==> src/rtl/gdpq_pkg.sv <==
// ----------------------------------------------------------------------------
// gdpq_pkg: shared definitions of the goal-distance priority queue
// Field widths, action and status codes, controller commands and status.
// ----------------------------------------------------------------------------
package gdpq_pkg;

   localparam int QUEUE_DEPTH_DEFAULT = 32;
   localparam int ID_BITS_DEFAULT     = 8;

   localparam int ACTION_W = 3;
   localparam int NODE_W   = 8;
   localparam int COORD_W  = 16;
   localparam int PLEN_W   = 24;
   localparam int SLOT_W   = 5;
   localparam int STATUS_W = 3;
   localparam int KEY_W    = 32;
   localparam int COUNT_W  = 6;
   localparam int WEIGHT_W = 12;
   localparam int CSR_IDX_W = 2;
   localparam int CSR_DAT_W = 16;

   localparam logic [CSR_IDX_W-1:0] CSR_GOAL_X      = 2'd0;
   localparam logic [CSR_IDX_W-1:0] CSR_GOAL_Y      = 2'd1;
   localparam logic [CSR_IDX_W-1:0] CSR_PATH_WEIGHT = 2'd2;
   localparam logic [CSR_IDX_W-1:0] CSR_GOAL_WEIGHT = 2'd3;

   localparam logic [WEIGHT_W-1:0] WEIGHT_RESET = 12'd256;

   localparam logic [ACTION_W-1:0] ACT_INSERT     = 3'd0;
   localparam logic [ACTION_W-1:0] ACT_REMOVE_ID  = 3'd1;
   localparam logic [ACTION_W-1:0] ACT_REMOVE_IDX = 3'd2;
   localparam logic [ACTION_W-1:0] ACT_POP        = 3'd3;
   localparam logic [ACTION_W-1:0] ACT_PEEK       = 3'd4;
   localparam logic [ACTION_W-1:0] ACT_READ       = 3'd5;
   localparam logic [ACTION_W-1:0] ACT_FIND       = 3'd6;

   localparam logic [STATUS_W-1:0] ST_OK        = 3'd0;
   localparam logic [STATUS_W-1:0] ST_REJECTED  = 3'd1;
   localparam logic [STATUS_W-1:0] ST_NOT_FOUND = 3'd2;
   localparam logic [STATUS_W-1:0] ST_EMPTY     = 3'd3;
   localparam logic [STATUS_W-1:0] ST_FULL      = 3'd4;

   localparam logic [KEY_W-1:0]  KEY_INF        = 32'hFFFF_FFFF;
   localparam logic [KEY_W-1:0]  KEY_MAX_FINITE = 32'hFFFF_FFFE;
   localparam logic [PLEN_W-1:0] PATH_INF       = 24'hFF_FFFF;

   localparam int OP_W = 5;
   localparam logic [OP_W-1:0] C_NOP        = 5'd0;
   localparam logic [OP_W-1:0] C_LOAD       = 5'd1;
   localparam logic [OP_W-1:0] C_SQ1        = 5'd2;
   localparam logic [OP_W-1:0] C_SQ2        = 5'd3;
   localparam logic [OP_W-1:0] C_SQRT       = 5'd4;
   localparam logic [OP_W-1:0] C_MUL1       = 5'd5;
   localparam logic [OP_W-1:0] C_MUL2       = 5'd6;
   localparam logic [OP_W-1:0] C_CNT_ZERO   = 5'd7;
   localparam logic [OP_W-1:0] C_CNT_SLOT   = 5'd8;
   localparam logic [OP_W-1:0] C_CNT_LAST   = 5'd9;
   localparam logic [OP_W-1:0] C_RD         = 5'd10;
   localparam logic [OP_W-1:0] C_RD_NEXT    = 5'd11;
   localparam logic [OP_W-1:0] C_RD_PREV    = 5'd12;
   localparam logic [OP_W-1:0] C_INC        = 5'd13;
   localparam logic [OP_W-1:0] C_SHIFT_DN   = 5'd14;
   localparam logic [OP_W-1:0] C_SHIFT_UP   = 5'd15;
   localparam logic [OP_W-1:0] C_WR_NEW     = 5'd16;
   localparam logic [OP_W-1:0] C_FILL_DEC   = 5'd17;
   localparam logic [OP_W-1:0] C_POS        = 5'd18;
   localparam logic [OP_W-1:0] C_HOLD_ENTRY = 5'd19;
   localparam logic [OP_W-1:0] C_SET_ERR    = 5'd20;
   localparam logic [OP_W-1:0] C_SET_INS    = 5'd21;
   localparam logic [OP_W-1:0] C_SET_FULL   = 5'd22;
   localparam logic [OP_W-1:0] C_RESP       = 5'd23;

   typedef struct packed {
      logic [OP_W-1:0]     op;
      logic [STATUS_W-1:0] status;
      logic                req_ready;
   } gdpq_cmd_type;

   typedef struct packed {
      logic [ACTION_W-1:0] action;
      logic                req_valid;
      logic                rsp_free;
      logic                sqrt_last;
      logic                cnt_ge_fill;
      logic                next_ge_fill;
      logic                cnt_eq_pos;
      logic                id_match;
      logic                key_gt;
      logic                fill_zero;
      logic                fill_full;
      logic                slot_bad;
   } gdpq_stat_type;

endpackage

==> src/rtl/gdpq_if.sv <==
// ----------------------------------------------------------------------------
// gdpq_req_if / gdpq_rsp_if: request and response channels
// Valid/ready channels carrying one request word or one response word.
// ----------------------------------------------------------------------------
interface gdpq_req_if
   import gdpq_pkg::*;
();
   logic                       valid;
   logic                       ready;
   logic [ACTION_W-1:0]        action;
   logic [NODE_W-1:0]          node_id;
   logic signed [COORD_W-1:0]  node_x;
   logic signed [COORD_W-1:0]  node_y;
   logic [PLEN_W-1:0]          path_length;
   logic [SLOT_W-1:0]          slot;

   modport source (output valid, action, node_id, node_x, node_y, path_length, slot,
                   input ready);
   modport sink   (input valid, action, node_id, node_x, node_y, path_length, slot,
                   output ready);
endinterface

interface gdpq_rsp_if
   import gdpq_pkg::*;
();
   logic                valid;
   logic                ready;
   logic [STATUS_W-1:0] status;
   logic [NODE_W-1:0]   found_id;
   logic [KEY_W-1:0]    found_key;
   logic [SLOT_W-1:0]   found_slot;
   logic [COUNT_W-1:0]  entry_count;

   modport source (output valid, status, found_id, found_key, found_slot, entry_count,
                   input ready);
   modport sink   (input valid, status, found_id, found_key, found_slot, entry_count,
                   output ready);
endinterface

==> src/rtl/gdpq_ram.sv <==
// ----------------------------------------------------------------------------
// gdpq_ram: generic single-write, single-read RAM
// One write port and one read port with registered read data.
// ----------------------------------------------------------------------------
module gdpq_ram #(
   parameter int WIDTH = 40,
   parameter int DEPTH = 32
) (
   input  logic                     clock,
   input  logic                     we,
   input  logic [$clog2(DEPTH)-1:0] waddr,
   input  logic [WIDTH-1:0]         wdata,
   input  logic                     re,
   input  logic [$clog2(DEPTH)-1:0] raddr,
   output logic [WIDTH-1:0]         rdata
);
   logic [WIDTH-1:0] mem [DEPTH];
   logic [WIDTH-1:0] rdata_ff;

   always_ff @(posedge clock) begin
      if (we) begin
         mem[waddr] <= wdata;
      end
      if (re) begin
         rdata_ff <= mem[raddr];
      end
   end

   assign rdata = rdata_ff;
endmodule

==> src/rtl/gdpq_ctrl.sv <==
// ----------------------------------------------------------------------------
// gdpq_ctrl: operation sequencer
// Steps key calculation, scans, shifts and response hand-off one command a cycle.
// ----------------------------------------------------------------------------
module gdpq_ctrl
   import gdpq_pkg::*;
(
   input  logic          clock,
   input  logic          reset,
   input  gdpq_stat_type stat,
   output gdpq_cmd_type  cmd
);
   localparam logic [4:0] S_IDLE     = 5'd0;
   localparam logic [4:0] S_DEC      = 5'd1;
   localparam logic [4:0] S_SQ2      = 5'd2;
   localparam logic [4:0] S_SQRT     = 5'd3;
   localparam logic [4:0] S_MUL1     = 5'd4;
   localparam logic [4:0] S_MUL2     = 5'd5;
   localparam logic [4:0] S_FIND_RD  = 5'd6;
   localparam logic [4:0] S_FIND_CHK = 5'd7;
   localparam logic [4:0] S_REM_RD   = 5'd8;
   localparam logic [4:0] S_REM_WR   = 5'd9;
   localparam logic [4:0] S_POS_RD   = 5'd10;
   localparam logic [4:0] S_POS_CHK  = 5'd11;
   localparam logic [4:0] S_UP_RD    = 5'd12;
   localparam logic [4:0] S_UP_WR    = 5'd13;
   localparam logic [4:0] S_GET_RD   = 5'd14;
   localparam logic [4:0] S_GET_CHK  = 5'd15;
   localparam logic [4:0] S_RESP     = 5'd16;

   logic [4:0] state_ff;
   logic [4:0] state_in;

   always_comb begin
      state_in       = state_ff;
      cmd.op         = C_NOP;
      cmd.status     = ST_OK;
      cmd.req_ready  = 1'b0;
      unique case (state_ff)
         S_IDLE: begin
            cmd.req_ready = 1'b1;
            if (stat.req_valid) begin
               cmd.op   = C_LOAD;
               state_in = S_DEC;
            end
         end
         S_DEC: begin
            unique case (stat.action) inside
               ACT_INSERT: begin
                  cmd.op   = C_SQ1;
                  state_in = S_SQ2;
               end
               ACT_REMOVE_ID, ACT_FIND: begin
                  cmd.op   = C_CNT_ZERO;
                  state_in = S_FIND_RD;
               end
               ACT_REMOVE_IDX, ACT_READ: begin
                  if (stat.slot_bad) begin
                     cmd.op     = C_SET_ERR;
                     cmd.status = ST_EMPTY;
                     state_in   = S_RESP;
                  end else begin
                     cmd.op   = C_CNT_SLOT;
                     state_in = S_GET_RD;
                  end
               end
               ACT_POP, ACT_PEEK: begin
                  if (stat.fill_zero) begin
                     cmd.op     = C_SET_ERR;
                     cmd.status = ST_EMPTY;
                     state_in   = S_RESP;
                  end else begin
                     cmd.op   = C_CNT_LAST;
                     state_in = S_GET_RD;
                  end
               end
               default: begin
                  cmd.op     = C_SET_ERR;
                  cmd.status = ST_EMPTY;
                  state_in   = S_RESP;
               end
            endcase
         end
         S_SQ2: begin
            cmd.op   = C_SQ2;
            state_in = S_SQRT;
         end
         S_SQRT: begin
            cmd.op = C_SQRT;
            if (stat.sqrt_last) begin
               state_in = S_MUL1;
            end
         end
         S_MUL1: begin
            cmd.op   = C_MUL1;
            state_in = S_MUL2;
         end
         S_MUL2: begin
            cmd.op   = C_MUL2;
            state_in = S_FIND_RD;
         end
         S_FIND_RD: begin
            if (stat.cnt_ge_fill) begin
               if (stat.action == ACT_INSERT) begin
                  if (stat.fill_full) begin
                     cmd.op     = C_SET_FULL;
                     cmd.status = ST_FULL;
                     state_in   = S_RESP;
                  end else begin
                     cmd.op   = C_CNT_ZERO;
                     state_in = S_POS_RD;
                  end
               end else begin
                  cmd.op     = C_SET_ERR;
                  cmd.status = ST_NOT_FOUND;
                  state_in   = S_RESP;
               end
            end else begin
               cmd.op   = C_RD;
               state_in = S_FIND_CHK;
            end
         end
         S_FIND_CHK: begin
            if (!stat.id_match) begin
               cmd.op   = C_INC;
               state_in = S_FIND_RD;
            end else if (stat.action == ACT_INSERT) begin
               if (stat.key_gt) begin
                  cmd.op     = C_SET_INS;
                  cmd.status = ST_REJECTED;
                  state_in   = S_RESP;
               end else begin
                  state_in = S_REM_RD;
               end
            end else begin
               cmd.op   = C_HOLD_ENTRY;
               state_in = (stat.action == ACT_FIND) ? S_RESP : S_REM_RD;
            end
         end
         S_REM_RD: begin
            if (stat.next_ge_fill) begin
               cmd.op   = C_FILL_DEC;
               state_in = (stat.action == ACT_INSERT) ? S_POS_RD : S_RESP;
            end else begin
               cmd.op   = C_RD_NEXT;
               state_in = S_REM_WR;
            end
         end
         S_REM_WR: begin
            cmd.op   = C_SHIFT_DN;
            state_in = S_REM_RD;
         end
         S_POS_RD: begin
            if (stat.cnt_ge_fill) begin
               cmd.op   = C_POS;
               state_in = S_UP_RD;
            end else begin
               cmd.op   = C_RD;
               state_in = S_POS_CHK;
            end
         end
         S_POS_CHK: begin
            if (stat.key_gt) begin
               cmd.op   = C_POS;
               state_in = S_UP_RD;
            end else begin
               cmd.op   = C_INC;
               state_in = S_POS_RD;
            end
         end
         S_UP_RD: begin
            if (stat.cnt_eq_pos) begin
               cmd.op   = C_WR_NEW;
               state_in = S_RESP;
            end else begin
               cmd.op   = C_RD_PREV;
               state_in = S_UP_WR;
            end
         end
         S_UP_WR: begin
            cmd.op   = C_SHIFT_UP;
            state_in = S_UP_RD;
         end
         S_GET_RD: begin
            cmd.op   = C_RD;
            state_in = S_GET_CHK;
         end
         S_GET_CHK: begin
            cmd.op = C_HOLD_ENTRY;
            if (stat.action == ACT_REMOVE_IDX || stat.action == ACT_POP) begin
               state_in = S_REM_RD;
            end else begin
               state_in = S_RESP;
            end
         end
         S_RESP: begin
            if (stat.rsp_free) begin
               cmd.op   = C_RESP;
               state_in = S_IDLE;
            end
         end
         default: begin
            state_in = S_IDLE;
         end
      endcase
   end

   always_ff @(posedge clock) begin
      if (reset) begin
         state_ff <= S_IDLE;
      end else begin
         state_ff <= state_in;
      end
   end
endmodule

==> src/rtl/gdpq_dp.sv <==
// ----------------------------------------------------------------------------
// gdpq_dp: queue datapath
// Key arithmetic with serial square root, entry RAM, counters, response word.
// ----------------------------------------------------------------------------
module gdpq_dp
   import gdpq_pkg::*;
#(
   parameter int QUEUE_DEPTH = QUEUE_DEPTH_DEFAULT,
   parameter int ID_BITS     = ID_BITS_DEFAULT
) (
   input  logic                 clock,
   input  logic                 reset,
   input  gdpq_cmd_type         cmd,
   output gdpq_stat_type        stat,
   input  logic                 csr_we,
   input  logic [CSR_IDX_W-1:0] csr_index,
   input  logic [CSR_DAT_W-1:0] csr_wdata,
   gdpq_req_if.sink             req,
   gdpq_rsp_if.source           rsp
);
   localparam int AW = $clog2(QUEUE_DEPTH);
   localparam int FW = $clog2(QUEUE_DEPTH + 1);
   localparam int IW = (ID_BITS < NODE_W) ? ID_BITS : NODE_W;
   localparam int CW = (FW > COUNT_W) ? FW : COUNT_W;
   localparam int RW = IW + KEY_W;

   logic signed [COORD_W-1:0]  gx_ff, gy_ff;
   logic [WEIGHT_W-1:0]        pw_ff, gw_ff;

   logic [ACTION_W-1:0] act_ff;
   logic [IW-1:0]       id_ff;
   logic [SLOT_W-1:0]   slot_ff;
   logic [PLEN_W-1:0]   plen_ff;
   logic [15:0]         ax_ff, ay_ff;
   logic [32:0]         sq_ff, rem_ff, res_ff, bit_ff;
   logic [35:0]         p1_ff;
   logic [KEY_W-1:0]    key_ff;

   logic [FW-1:0] cnt_ff, pos_ff, fill_ff;

   logic [STATUS_W-1:0] res_st_ff;
   logic [IW-1:0]       res_id_ff;
   logic [KEY_W-1:0]    res_key_ff;
   logic [CW-1:0]       res_slot_ff;

   logic                rsp_valid_ff;
   logic [STATUS_W-1:0] rsp_st_ff;
   logic [NODE_W-1:0]   rsp_id_ff;
   logic [KEY_W-1:0]    rsp_key_ff;
   logic [SLOT_W-1:0]   rsp_slot_ff;
   logic [COUNT_W-1:0]  rsp_cnt_ff;

   logic signed [16:0] dx, dy;
   logic [16:0]        adx, ady;
   logic [31:0]        ax_sq, ay_sq;
   logic [28:0]        gw_prod;
   logic [33:0]        sq_try;
   logic [36:0]        sum;
   logic [36:0]        sum_sh;
   logic [KEY_W-1:0]   key_calc;
   logic [FW:0]        cnt_next;
   logic [FW-1:0]      cnt_prev;
   logic [CW-1:0]      slot_ext, cnt_ext, fill_ext;

   logic          ram_we, ram_re;
   logic [AW-1:0] ram_waddr, ram_raddr;
   logic [RW-1:0] ram_wdata, ram_rdata;
   logic [IW-1:0] rd_id;
   logic [KEY_W-1:0] rd_key;

   assign dx  = 17'(req.node_x) - 17'(gx_ff);
   assign dy  = 17'(req.node_y) - 17'(gy_ff);
   assign adx = dx[16] ? -dx : dx;
   assign ady = dy[16] ? -dy : dy;

   assign ax_sq    = ax_ff * ax_ff;
   assign ay_sq    = ay_ff * ay_ff;
   assign gw_prod  = gw_ff * res_ff[16:0];
   assign sq_try   = 34'(res_ff) + 34'(bit_ff);
   assign sum      = 37'(p1_ff) + 37'(gw_prod);
   assign sum_sh   = sum >> 8;
   assign key_calc = (plen_ff == PATH_INF) ? KEY_INF :
                     (sum_sh > 37'(KEY_MAX_FINITE)) ? KEY_MAX_FINITE : sum_sh[KEY_W-1:0];

   assign cnt_next = (FW + 1)'(cnt_ff) + 1'b1;
   assign cnt_prev = cnt_ff - 1'b1;
   assign slot_ext = CW'(slot_ff);
   assign cnt_ext  = CW'(cnt_ff);
   assign fill_ext = CW'(fill_ff);

   assign rd_id  = ram_rdata[RW-1:KEY_W];
   assign rd_key = ram_rdata[KEY_W-1:0];

   always_comb begin
      ram_re    = 1'b0;
      ram_raddr = cnt_ff[AW-1:0];
      ram_we    = 1'b0;
      ram_waddr = cnt_ff[AW-1:0];
      ram_wdata = ram_rdata;
      case (cmd.op) inside
         C_RD: begin
            ram_re = 1'b1;
         end
         C_RD_NEXT: begin
            ram_re    = 1'b1;
            ram_raddr = cnt_next[AW-1:0];
         end
         C_RD_PREV: begin
            ram_re    = 1'b1;
            ram_raddr = cnt_prev[AW-1:0];
         end
         C_SHIFT_DN, C_SHIFT_UP: begin
            ram_we = 1'b1;
         end
         C_WR_NEW: begin
            ram_we    = 1'b1;
            ram_wdata = {id_ff, key_ff};
         end
         default: begin
            ram_re = 1'b0;
         end
      endcase
   end

   gdpq_ram #(
      .WIDTH(RW),
      .DEPTH(QUEUE_DEPTH)
   ) u_ram (
      .clock(clock),
      .we   (ram_we),
      .waddr(ram_waddr),
      .wdata(ram_wdata),
      .re   (ram_re),
      .raddr(ram_raddr),
      .rdata(ram_rdata)
   );

   always_ff @(posedge clock) begin
      if (reset) begin
         gx_ff <= '0;
         gy_ff <= '0;
         pw_ff <= WEIGHT_RESET;
         gw_ff <= WEIGHT_RESET;
      end else if (csr_we) begin
         unique case (csr_index)
            CSR_GOAL_X:      gx_ff <= csr_wdata;
            CSR_GOAL_Y:      gy_ff <= csr_wdata;
            CSR_PATH_WEIGHT: pw_ff <= csr_wdata[WEIGHT_W-1:0];
            CSR_GOAL_WEIGHT: gw_ff <= csr_wdata[WEIGHT_W-1:0];
            default:         gx_ff <= gx_ff;
         endcase
      end
   end

   always_ff @(posedge clock) begin
      if (reset) begin
         fill_ff      <= '0;
         rsp_valid_ff <= 1'b0;
      end else begin
         if (cmd.op == C_RESP) begin
            rsp_valid_ff <= 1'b1;
         end else if (rsp.ready) begin
            rsp_valid_ff <= 1'b0;
         end
         unique case (cmd.op)
            C_LOAD: begin
               act_ff  <= req.action;
               id_ff   <= req.node_id[IW-1:0];
               slot_ff <= req.slot;
               plen_ff <= req.path_length;
               ax_ff   <= adx[15:0];
               ay_ff   <= ady[15:0];
            end
            C_SQ1: sq_ff <= 33'(ax_sq);
            C_SQ2: begin
               rem_ff <= sq_ff + 33'(ay_sq);
               res_ff <= '0;
               bit_ff <= 33'(1) << 32;
            end
            C_SQRT: begin
               if (34'(rem_ff) >= sq_try) begin
                  rem_ff <= rem_ff - sq_try[32:0];
                  res_ff <= (res_ff >> 1) + bit_ff;
               end else begin
                  res_ff <= res_ff >> 1;
               end
               bit_ff <= bit_ff >> 2;
            end
            C_MUL1: p1_ff <= pw_ff * plen_ff;
            C_MUL2: begin
               key_ff <= key_calc;
               cnt_ff <= '0;
            end
            C_CNT_ZERO: cnt_ff <= '0;
            C_CNT_SLOT: cnt_ff <= slot_ext[FW-1:0];
            C_CNT_LAST: cnt_ff <= fill_ff - 1'b1;
            C_INC:      cnt_ff <= cnt_next[FW-1:0];
            C_SHIFT_DN: cnt_ff <= cnt_next[FW-1:0];
            C_SHIFT_UP: cnt_ff <= cnt_prev;
            C_FILL_DEC: begin
               fill_ff <= fill_ff - 1'b1;
               cnt_ff  <= '0;
            end
            C_POS: begin
               pos_ff <= cnt_ff;
               cnt_ff <= fill_ff;
            end
            C_WR_NEW: begin
               fill_ff     <= fill_ff + 1'b1;
               res_st_ff   <= ST_OK;
               res_id_ff   <= id_ff;
               res_key_ff  <= key_ff;
               res_slot_ff <= cnt_ext;
            end
            C_HOLD_ENTRY: begin
               res_st_ff   <= ST_OK;
               res_id_ff   <= rd_id;
               res_key_ff  <= rd_key;
               res_slot_ff <= cnt_ext;
            end
            C_SET_ERR: begin
               res_st_ff   <= cmd.status;
               res_id_ff   <= '0;
               res_key_ff  <= '0;
               res_slot_ff <= '0;
            end
            C_SET_INS: begin
               res_st_ff   <= cmd.status;
               res_id_ff   <= id_ff;
               res_key_ff  <= key_ff;
               res_slot_ff <= cnt_ext;
            end
            C_SET_FULL: begin
               res_st_ff   <= cmd.status;
               res_id_ff   <= id_ff;
               res_key_ff  <= key_ff;
               res_slot_ff <= '0;
            end
            C_RESP: begin
               rsp_st_ff    <= res_st_ff;
               rsp_id_ff    <= NODE_W'(res_id_ff);
               rsp_key_ff   <= res_key_ff;
               rsp_slot_ff  <= res_slot_ff[SLOT_W-1:0];
               rsp_cnt_ff   <= fill_ext[COUNT_W-1:0];
            end
            default: begin
               cnt_ff <= cnt_ff;
            end
         endcase
      end
   end

   assign req.ready       = cmd.req_ready;
   assign rsp.valid       = rsp_valid_ff;
   assign rsp.status      = rsp_st_ff;
   assign rsp.found_id    = rsp_id_ff;
   assign rsp.found_key   = rsp_key_ff;
   assign rsp.found_slot  = rsp_slot_ff;
   assign rsp.entry_count = rsp_cnt_ff;

   assign stat.action       = act_ff;
   assign stat.req_valid    = req.valid;
   assign stat.rsp_free     = !rsp_valid_ff || rsp.ready;
   assign stat.sqrt_last    = bit_ff[0];
   assign stat.cnt_ge_fill  = cnt_ff >= fill_ff;
   assign stat.next_ge_fill = cnt_next >= (FW + 1)'(fill_ff);
   assign stat.cnt_eq_pos   = cnt_ff == pos_ff;
   assign stat.id_match     = rd_id == id_ff;
   assign stat.key_gt       = key_ff > rd_key;
   assign stat.fill_zero    = fill_ff == '0;
   assign stat.fill_full    = fill_ff >= FW'(QUEUE_DEPTH);
   assign stat.slot_bad     = slot_ext >= fill_ext;
endmodule

==> src/rtl/goal_distance_priority_queue_unit.sv <==
// ----------------------------------------------------------------------------
// goal_distance_priority_queue_unit: sorted open list with goal-distance keys
// Insert: 17-step square root, then node scan, position scan and shift.
// One operation at a time: the next word is taken in the cycle after the
// response word is registered, later while one still waits.
// Reset: synchronous; empties the queue and restores the default weights.
// ----------------------------------------------------------------------------
module goal_distance_priority_queue_unit
   import gdpq_pkg::*;
#(
   parameter int QUEUE_DEPTH = QUEUE_DEPTH_DEFAULT,
   parameter int ID_BITS     = ID_BITS_DEFAULT
) (
   input  logic                 clock,
   input  logic                 reset,
   gdpq_req_if.sink             req_ch,
   gdpq_rsp_if.source           rsp_ch,
   input  logic                 csr_we,
   input  logic [CSR_IDX_W-1:0] csr_index,
   input  logic [CSR_DAT_W-1:0] csr_wdata
);
   gdpq_cmd_type  cmd;
   gdpq_stat_type stat;

   gdpq_ctrl u_ctrl (
      .clock(clock),
      .reset(reset),
      .stat (stat),
      .cmd  (cmd)
   );

   gdpq_dp #(
      .QUEUE_DEPTH(QUEUE_DEPTH),
      .ID_BITS    (ID_BITS)
   ) u_dp (
      .clock    (clock),
      .reset    (reset),
      .cmd      (cmd),
      .stat     (stat),
      .csr_we   (csr_we),
      .csr_index(csr_index),
      .csr_wdata(csr_wdata),
      .req      (req_ch),
      .rsp      (rsp_ch)
   );
endmodule

==> src/flat_wrapper.sv <==
// flat-port wrapper written by rule: the top's interface ports become plain ports
module goal_distance_priority_queue_unit_flat import gdpq_pkg::*;
#(
   parameter int QUEUE_DEPTH = QUEUE_DEPTH_DEFAULT,
   parameter int ID_BITS     = ID_BITS_DEFAULT
)
  (clock, reset, csr_we, csr_index, csr_wdata, req_ch_valid, req_ch_action, req_ch_node_id, req_ch_node_x, req_ch_node_y, req_ch_path_length, req_ch_slot, req_ch_ready, rsp_ch_valid, rsp_ch_status, rsp_ch_found_id, rsp_ch_found_key, rsp_ch_found_slot, rsp_ch_entry_count, rsp_ch_ready);
  gdpq_req_if req_ch_i ();
  gdpq_rsp_if rsp_ch_i ();
  input  logic clock;
  input  logic reset;
  input  logic csr_we;
  input  logic [CSR_IDX_W-1:0] csr_index;
  input  logic [CSR_DAT_W-1:0] csr_wdata;
  input wire logic [$bits(req_ch_i.valid)-1:0] req_ch_valid;
  input wire logic [$bits(req_ch_i.action)-1:0] req_ch_action;
  input wire logic [$bits(req_ch_i.node_id)-1:0] req_ch_node_id;
  input wire logic [$bits(req_ch_i.node_x)-1:0] req_ch_node_x;
  input wire logic [$bits(req_ch_i.node_y)-1:0] req_ch_node_y;
  input wire logic [$bits(req_ch_i.path_length)-1:0] req_ch_path_length;
  input wire logic [$bits(req_ch_i.slot)-1:0] req_ch_slot;
  output wire logic [$bits(req_ch_i.ready)-1:0] req_ch_ready;
  output wire logic [$bits(rsp_ch_i.valid)-1:0] rsp_ch_valid;
  output wire logic [$bits(rsp_ch_i.status)-1:0] rsp_ch_status;
  output wire logic [$bits(rsp_ch_i.found_id)-1:0] rsp_ch_found_id;
  output wire logic [$bits(rsp_ch_i.found_key)-1:0] rsp_ch_found_key;
  output wire logic [$bits(rsp_ch_i.found_slot)-1:0] rsp_ch_found_slot;
  output wire logic [$bits(rsp_ch_i.entry_count)-1:0] rsp_ch_entry_count;
  input wire logic [$bits(rsp_ch_i.ready)-1:0] rsp_ch_ready;
  assign req_ch_i.valid = req_ch_valid;
  assign req_ch_i.action = req_ch_action;
  assign req_ch_i.node_id = req_ch_node_id;
  assign req_ch_i.node_x = req_ch_node_x;
  assign req_ch_i.node_y = req_ch_node_y;
  assign req_ch_i.path_length = req_ch_path_length;
  assign req_ch_i.slot = req_ch_slot;
  assign req_ch_ready = req_ch_i.ready;
  assign rsp_ch_valid = rsp_ch_i.valid;
  assign rsp_ch_status = rsp_ch_i.status;
  assign rsp_ch_found_id = rsp_ch_i.found_id;
  assign rsp_ch_found_key = rsp_ch_i.found_key;
  assign rsp_ch_found_slot = rsp_ch_i.found_slot;
  assign rsp_ch_entry_count = rsp_ch_i.entry_count;
  assign rsp_ch_i.ready = rsp_ch_ready;
  goal_distance_priority_queue_unit #(.QUEUE_DEPTH(QUEUE_DEPTH), .ID_BITS(ID_BITS)) u_core (.clock(clock), .reset(reset), .req_ch(req_ch_i), .rsp_ch(rsp_ch_i), .csr_we(csr_we), .csr_index(csr_index), .csr_wdata(csr_wdata));
endmodule
==> config.mk <==
export PLATFORM = sky130hd
export DESIGN_NAME = goal_distance_priority_queue_unit_flat
export DESIGN_NICKNAME = d
export VERILOG_FILES = /design/src/rtl/gdpq_pkg.sv /design/src/rtl/gdpq_if.sv /design/src/rtl/gdpq_ram.sv /design/src/rtl/gdpq_ctrl.sv /design/src/rtl/gdpq_dp.sv /design/src/rtl/goal_distance_priority_queue_unit.sv /design/src/flat_wrapper.sv
export SDC_FILE = /design/constraint.sdc
export NUM_CORES = 2
export LEC_CHECK = 0
export ABC_AREA = 1
export BUFFER_PORTS_ARGS = -buffer_cell sky130_fd_sc_hd__buf_4
export CAP_MARGIN = 20
export CORE_MARGIN = 2
export CORE_UTILIZATION = 47
export CTS_CLUSTER_SIZE = 30
export DETAILED_ROUTE_END_ITERATION = 6
export PLACE_DENSITY = 0.6
export SYNTH_ARGS = -nofsm -noshare
export SYNTH_HDL_FRONTEND = slang
export SYNTH_HIERARCHICAL = 1
export SYNTH_SLANG_ARGS = --single-unit
export TNS_END_PERCENT = 30
==> constraint.sdc <==
create_clock -name clock -period 8.4 [get_ports clock]
set_clock_uncertainty 0.1 [all_clocks]
set_input_delay 0.42 -clock clock [delete_from_list [all_inputs] [get_ports clock]]
set_output_delay 0.42 -clock clock [all_outputs]
set_load 0.02 [all_outputs]
Word-level counts from Yosys, hierarchy flattened
Memory sizes are Yosys's and may differ from the RTL's. A register that Yosys moved wholly into a read port is not among the register bits.
Index checks and enable logic that the tools add are counted.
{"block": "classes", "reduce_logical": 44, "mux": 79, "n_lt_le_gt_ge": 7, "add_sub_neg": 13, "bitwise_logic": 1, "eq_ne": 55, "mul": 4}
{"op": "$mux 40", "n": 5}
{"op": "$pmux 33 s2", "n": 3}
{"op": "$pmux 5 s17", "n": 2}
{"op": "$mux 5", "n": 30}
{"op": "$pmux 32 s3", "n": 1}
{"op": "$eq 5x4->1 const B", "n": 16}
{"op": "$mux 33", "n": 2}
{"op": "$mul 16x16->32", "n": 2}
{"op": "$eq 5x5->1 const B", "n": 9}
{"op": "$eq 5x3->1 const B", "n": 8}
{"op": "$pmux 5 s4", "n": 2}
{"op": "$add 36x29->37", "n": 1}
{"op": "$mul 12x24->36", "n": 1}
{"op": "$pmux 6 s6", "n": 1}
{"op": "$add 33x33->34", "n": 1}
{"op": "$ge 33x34->1", "n": 1}
{"op": "$sub 16x16->17", "n": 2}
{"op": "$add 32x32->33", "n": 1}
{"op": "$add 32x33->33", "n": 1}
{"op": "$sub 33x33->33", "n": 1}
{"op": "$gt 29x32->1 const B", "n": 1}
{"op": "$gt 32x32->1", "n": 1}
{"op": "$mux 16", "n": 2}
{"op": "$mux 32", "n": 1}
{"op": "other kinds (44)", "n": 108}
{"block": "totals", "word_cells": 235, "input_bits": 95, "ff_bits": 453, "memories": 1, "ramBits": 1280, "output_inout_bits": 56}
{"name": "u_core.u_dp.u_ram.mem", "words": 32, "width": 40, "rd": 1, "rd_clocked_by_memory_dff": 1, "write_ports": 1, "line": "gdpq_ram.sv:17", "source": "logic [WIDTH-1:0] mem [DEPTH];"}

Logic depth before layout (Yosys ltp)
{"block": "depth", "ltp_word": 13, "ltp_mapped": 35, "mapped_depth_nobuf": 32}

By module
Netlist, hierarchy kept.
{"mod": "gdpq_dp", "seq_area_each_um2": 12251.8, "cells_each": 7391, "area_per_inst_um2": 58489.8, "n_inst": 1}
{"mod": "gdpq_ram", "seq_area_each_um2": 39638.0, "cells_each": 4407, "area_per_inst_um2": 52803.1, "n_inst": 1}
{"mod": "gdpq_ctrl", "seq_area_each_um2": 100.1, "cells_each": 194, "area_per_inst_um2": 955.9, "n_inst": 1}

Worst setup path after synthesis
OpenSTA, ideal clock, no wires.
{"block": "synth_path", "kind": "register to register", "startpoint": "register u_core.u_dp.cnt_ff[0], in the netlist u_core/u_dp/cnt_ext[0]", "endpoint": "register u_core.u_dp.rem_ff[0], enable pin", "setup_ps": 388, "path_stages_with_launch": 23, "slack_ps": 1334, "period_less_slack_ps": 7066, "path_buffers": 2, "t_arrival_ps": 6578, "required_time_ps": 7912, "cell_sequence": "edfxtp_1 inv_1 ha_1 inv_1 a21boi_0 o21a_1 o21a_1 o21a_1 o21ai_0 nand2_1 nand2_1 nor2_1 nor3_1 nand4_1 buf_2 nor2_1 inv_1 nor2_1 nand2_1 clkbuf_1 a21oi_1 o21ai_0 inv_1"}
{"item": "start: declaration", "line": "gdpq_dp.sv:39", "source": "logic [FW-1:0] cnt_ff, pos_ff, fill_ff;"}
{"item": "start signal: assignment", "line": "gdpq_dp.sv:195", "source": "C_CNT_SLOT: cnt_ff <= slot_ext[FW-1:0];"}
{"item": "start signal: assignment", "line": "gdpq_dp.sv:196", "source": "C_CNT_LAST: cnt_ff <= fill_ff - 1'b1;"}
{"item": "start signal: assignment", "line": "gdpq_dp.sv:197", "source": "C_INC: cnt_ff <= cnt_next[FW-1:0];"}
{"item": "end signal: assignment", "line": "gdpq_dp.sv:176", "source": "rem_ff <= sq_ff + 33'(ay_sq);"}
{"item": "end signal: assignment", "line": "gdpq_dp.sv:182", "source": "rem_ff <= rem_ff - sq_try[32:0];"}
{"item": "end: declaration", "line": "gdpq_dp.sv:35", "source": "logic [32:0] sq_ff, rem_ff, res_ff, bit_ff;"}

==> flow_summary.ini <==
[global_route]
use_met2 = 0.426
grt-busiest-layer = met2
antenna_found_initial = 1
grt_max_degree = 175
grt.overflow.total = 0
grt_pass1_wl_um = 502000
grtUsageTotal = 0.270
grtUsageMet1 = 0.388
met3_usage = 0.0329
grt_pass1_vias = 82602

[timing]
finalMaxSlewViolations = 0
fin_tns_setup_ps = 0
fin_crit_ps = 7030
setup_violations = 0
fin_crit_sh = 0.837
max_slew_margin = 0.230
worstMarginPinSlew_ps = 1150
rsz0062_at_grt = false
hold_viol = 0
fmaxAchievable_ghz = 0.142

[cts]
cts.sinks = 1754
clk_pin_slew_worst_paths_ps = 60
clock_path_buffers = 3
cts_buffers = 192
cts-root-buf = clkbuf_16
htreeDepth = 4
clk_latency_ps = 870
cts_tree = done

[synthesis]
synth_nets = 13347
synth_top_family_by_area = simple AND/OR/NAND/NOR gates
synth_area_mm2 = 0.112
synthSimpleGateAreaFrac = 0.204
synthAdderAreaFrac = 0.191
synth_compound_area_frac = 0.0427
synth_edf_count = 1686
syn_area_per_cell_um2 = 9.36
ys_types = 58
netlist_instances = 11992
seq_area_frac_synth = 0.463
async_flop_share = 0
synthMuxAreaShare = 0
synth_xor_area_frac = 0.0151
yosys_warnings = 6
ys.flop_type = edfxtp_1
ys_ff_latch = 1754

[route]
ant_nets = 0
firstDrtPassIters = 6
num_vias = 83538
vias_per_cell = 5.43
drt_iter0_markers = 8291
wl_per_cell_um = 21.4
drc = 0
wl_um = 330000

[setup_path]
r2r_cells = 28
crit_top_cell = nand2_1
cp-end-kind = flop
reg2reg_slack_ps = 1370
r2r-start = u_core/u_dp/key_ff[5]$_SDFFCE_PN1P_
cp_slowest_cell = o21ai_0
reg2reg_to = u_core/u_dp/u_ram/rdata[25]$_DFFE_PP_
critPathRequiredTime_ps = 8890
cp-start-kind = flop
crit_type = flop to flop
crit_fanout = 69
worstPathArrival_ps = 7510
slowest_delay_ps = 620

[die]
die_h_um = 493
fp.dieW_um = 493
die_area_mm2 = 0.243
ios = 151
core_mm2 = 0.238
rows = 179
start_util = 0.472

[status]
status = finished, final reports clean

[placement]
port_buffers = 150
globalplace.congestion = 0.937
hpwl_um = 215000

[worst_hold_path]
hp-class = primary input to flop
holdCritStartpoint = req_ch_node_x[0]
min_delay_worst_endpoint = u_core/u_dp/ax_ff[0]$_DFFE_PP_
worstHoldPathCells = 4

[layout]
drive_gt1_frac = 0.0586
multi_input_area_mm2 = 0.0513
layout.cells.most_common = nand2_1
fin_nets = 13403
mostFrequentLayoutCells = nand2_1, inv_1, edfxtp_1
seqCellArea_mm2 = 0.0520
synthToLayoutAreaGrowth_pct = 10.6
fillers = 21416

[job]
drv_cap = 0
-- worst max-delay path: cells and delay by family, from the launching register on --
family,cells,cell delay (ps)
flip-flops,1,570
adder cells (fa/ha/maj),1,390
AO/OA/AOI/OAI,5,1720
buffers and inverters,6,1640
AND/OR/NAND/NOR,16,2180
-- cells in the mapped netlist, types with 2 or more instances --
library cell / instances / share of area
nand3b_1: 22 / 0.0015
buf_1: 22 / 0.00074
buf_2: 200 / 0.0089
nor2_4: 3 / 0.00030
nand2_2: 9 / 0.00050
o21ai_0: 351 / 0.016
o21a_1: 16 / 0.0011
xor2_1: 123 / 0.0096
o21bai_1: 32 / 0.0021
buf_4: 47 / 0.0031
nand4_1: 69 / 0.0038
a221oi_1: 9 / 0.00070
a211oi_1: 7 / 0.00047
or4_1: 2 / 0.00013
o22ai_1: 12 / 0.00067
nand3_1: 1275 / 0.057
a31oi_1: 25 / 0.0014
o31ai_1: 2 / 0.00013
inv_1: 1862 / 0.062
dfxtp_1: 68 / 0.012
xnor2_1: 71 / 0.0055
a21oi_1: 344 / 0.015
nor2_1: 463 / 0.015
nor4_1: 17 / 0.00095
edfxtp_1: 1686 / 0.45
o221ai_1: 5 / 0.00039
inv_2: 7 / 0.00023
a21o_1: 35 / 0.0023
o21ai_1: 6 / 0.00027
ha_1: 504 / 0.056
a21boi_0: 8 / 0.00054
clkbuf_1: 238 / 0.0080
fa_1: 756 / 0.13
o211ai_1: 10 / 0.00067
nor2_2: 9 / 0.00050
a31o_2: 4 / 0.00031
nand2_1: 3573 / 0.12
buf_6: 3 / 0.00030
nor3_2: 2 / 0.00018
buf_8: 2 / 0.00027
or2_2: 19 / 0.0011
and2_1: 4 / 0.00022
nor3_1: 55 / 0.0025
-- metrics by stage --
step | cell area [µm²] | hold slack, ps | cells | setup slack (ps) | utilization
6_report | 124000 | 120 | 15374 | 1370 | 0.522
5_1_grt | 124000 | 97.5 | 15374 | 986 | 0.522
4_1_cts | 124000 | 54.4 | 15351 | 1520 | 0.521
3_5_place_dp | 117000 | 305 | 14934 | 1520 | 0.492
3_3_place_gp | 117000 | 305 | 14931 | 1620 | 0.492
2_1_floorplan | 112000 | 300 | 11992 | 1330 | -
-- worst max path at each step --
| stage | from | endpoint | slack [ps] | cells after the start |
|---|---|---|---|---|
| after floorplan | u_core/u_dp/cnt_ext[0]$_DFFE_PP_ | u_core/u_dp/rem_ff[0]$_DFFE_PP_ | 1330 | 22 |
| after global placement | u_core/u_dp/key_ff[7]$_SDFFCE_PN1P_ | u_core/u_dp/u_ram/rdata[25]$_DFFE_PP_ | 1620 | 28 |
| after detailed placement | u_core/u_dp/key_ff[7]$_SDFFCE_PN1P_ | u_core/u_dp/u_ram/rdata[25]$_DFFE_PP_ | 1520 | 28 |
| after CTS | u_core/u_dp/key_ff[7]$_SDFFCE_PN1P_ | u_core/u_dp/u_ram/rdata[25]$_DFFE_PP_ | 1520 | 28 |
| after global routing | u_core/u_dp/key_ff[30]$_SDFFCE_PN1P_ | u_core/u_dp/u_ram/rdata[9]$_DFFE_PP_ | 990 | 30 |
| final | u_core/u_dp/key_ff[5]$_SDFFCE_PN1P_ | u_core/u_dp/u_ram/rdata[25]$_DFFE_PP_ | 1370 | 28 |
-- metal layers --
layer  part of all wire  wire length, µm
met1               0.43           143000
met2               0.46           152000
met3              0.072            23700
met4              0.035            11600
met5                  0                0
-- flip-flops by register name, summed over array words and instances (netlist names), 17 cells and up --
signal	flops
u_core/u_dp/rem_ff	33
u_core/u_dp/res_ff	33
u_core/u_dp/p1_ff	36
u_core/u_dp/plen_ff	24
u_core/u_dp/u_ram/mem	1280
u_core/u_dp/bit_ff	17
u_core/u_dp/u_ram/rdata	40
u_core/u_dp/key_ff	30
u_core/u_dp/sq_ff	31
u_core/u_dp/rsp.found_key	32
u_core/u_dp/res_key_ff	32
-- cells by family after synthesis --
logic type | count (synthesis)
DFF | 1754
other | 1
and+or+nand+nor | 5528
AOI/OAI and AO/OA | 873
buffers and inverters | 2382
adders and majority gates | 1260
xor gates and xnor gates | 194
-- cell type report --
class / instances / share of cell area
timing repair buffer: 374 / 0.0298
clock buffer: 234 / 0.0402
multi-input combinational: 7856 / 0.413
clock inverter: 118 / 0.00936
inverter: 1870 / 0.0568
antenna: 1 / 0.0000202
sequential: 1754 / 0.419
tap: 3167 / 0.0319
-- timing repair --
item | in CTS | in global routing
buffers inserted | 0 | 0
endpoints found under the hold margin | 105 | 0
resized for setup | 0 | 0
hold buffers | 65 | 0
Power is left out: the tool's default activity adds up to more than one toggle a clock period on the data nets, which glitch-free logic cannot reach.
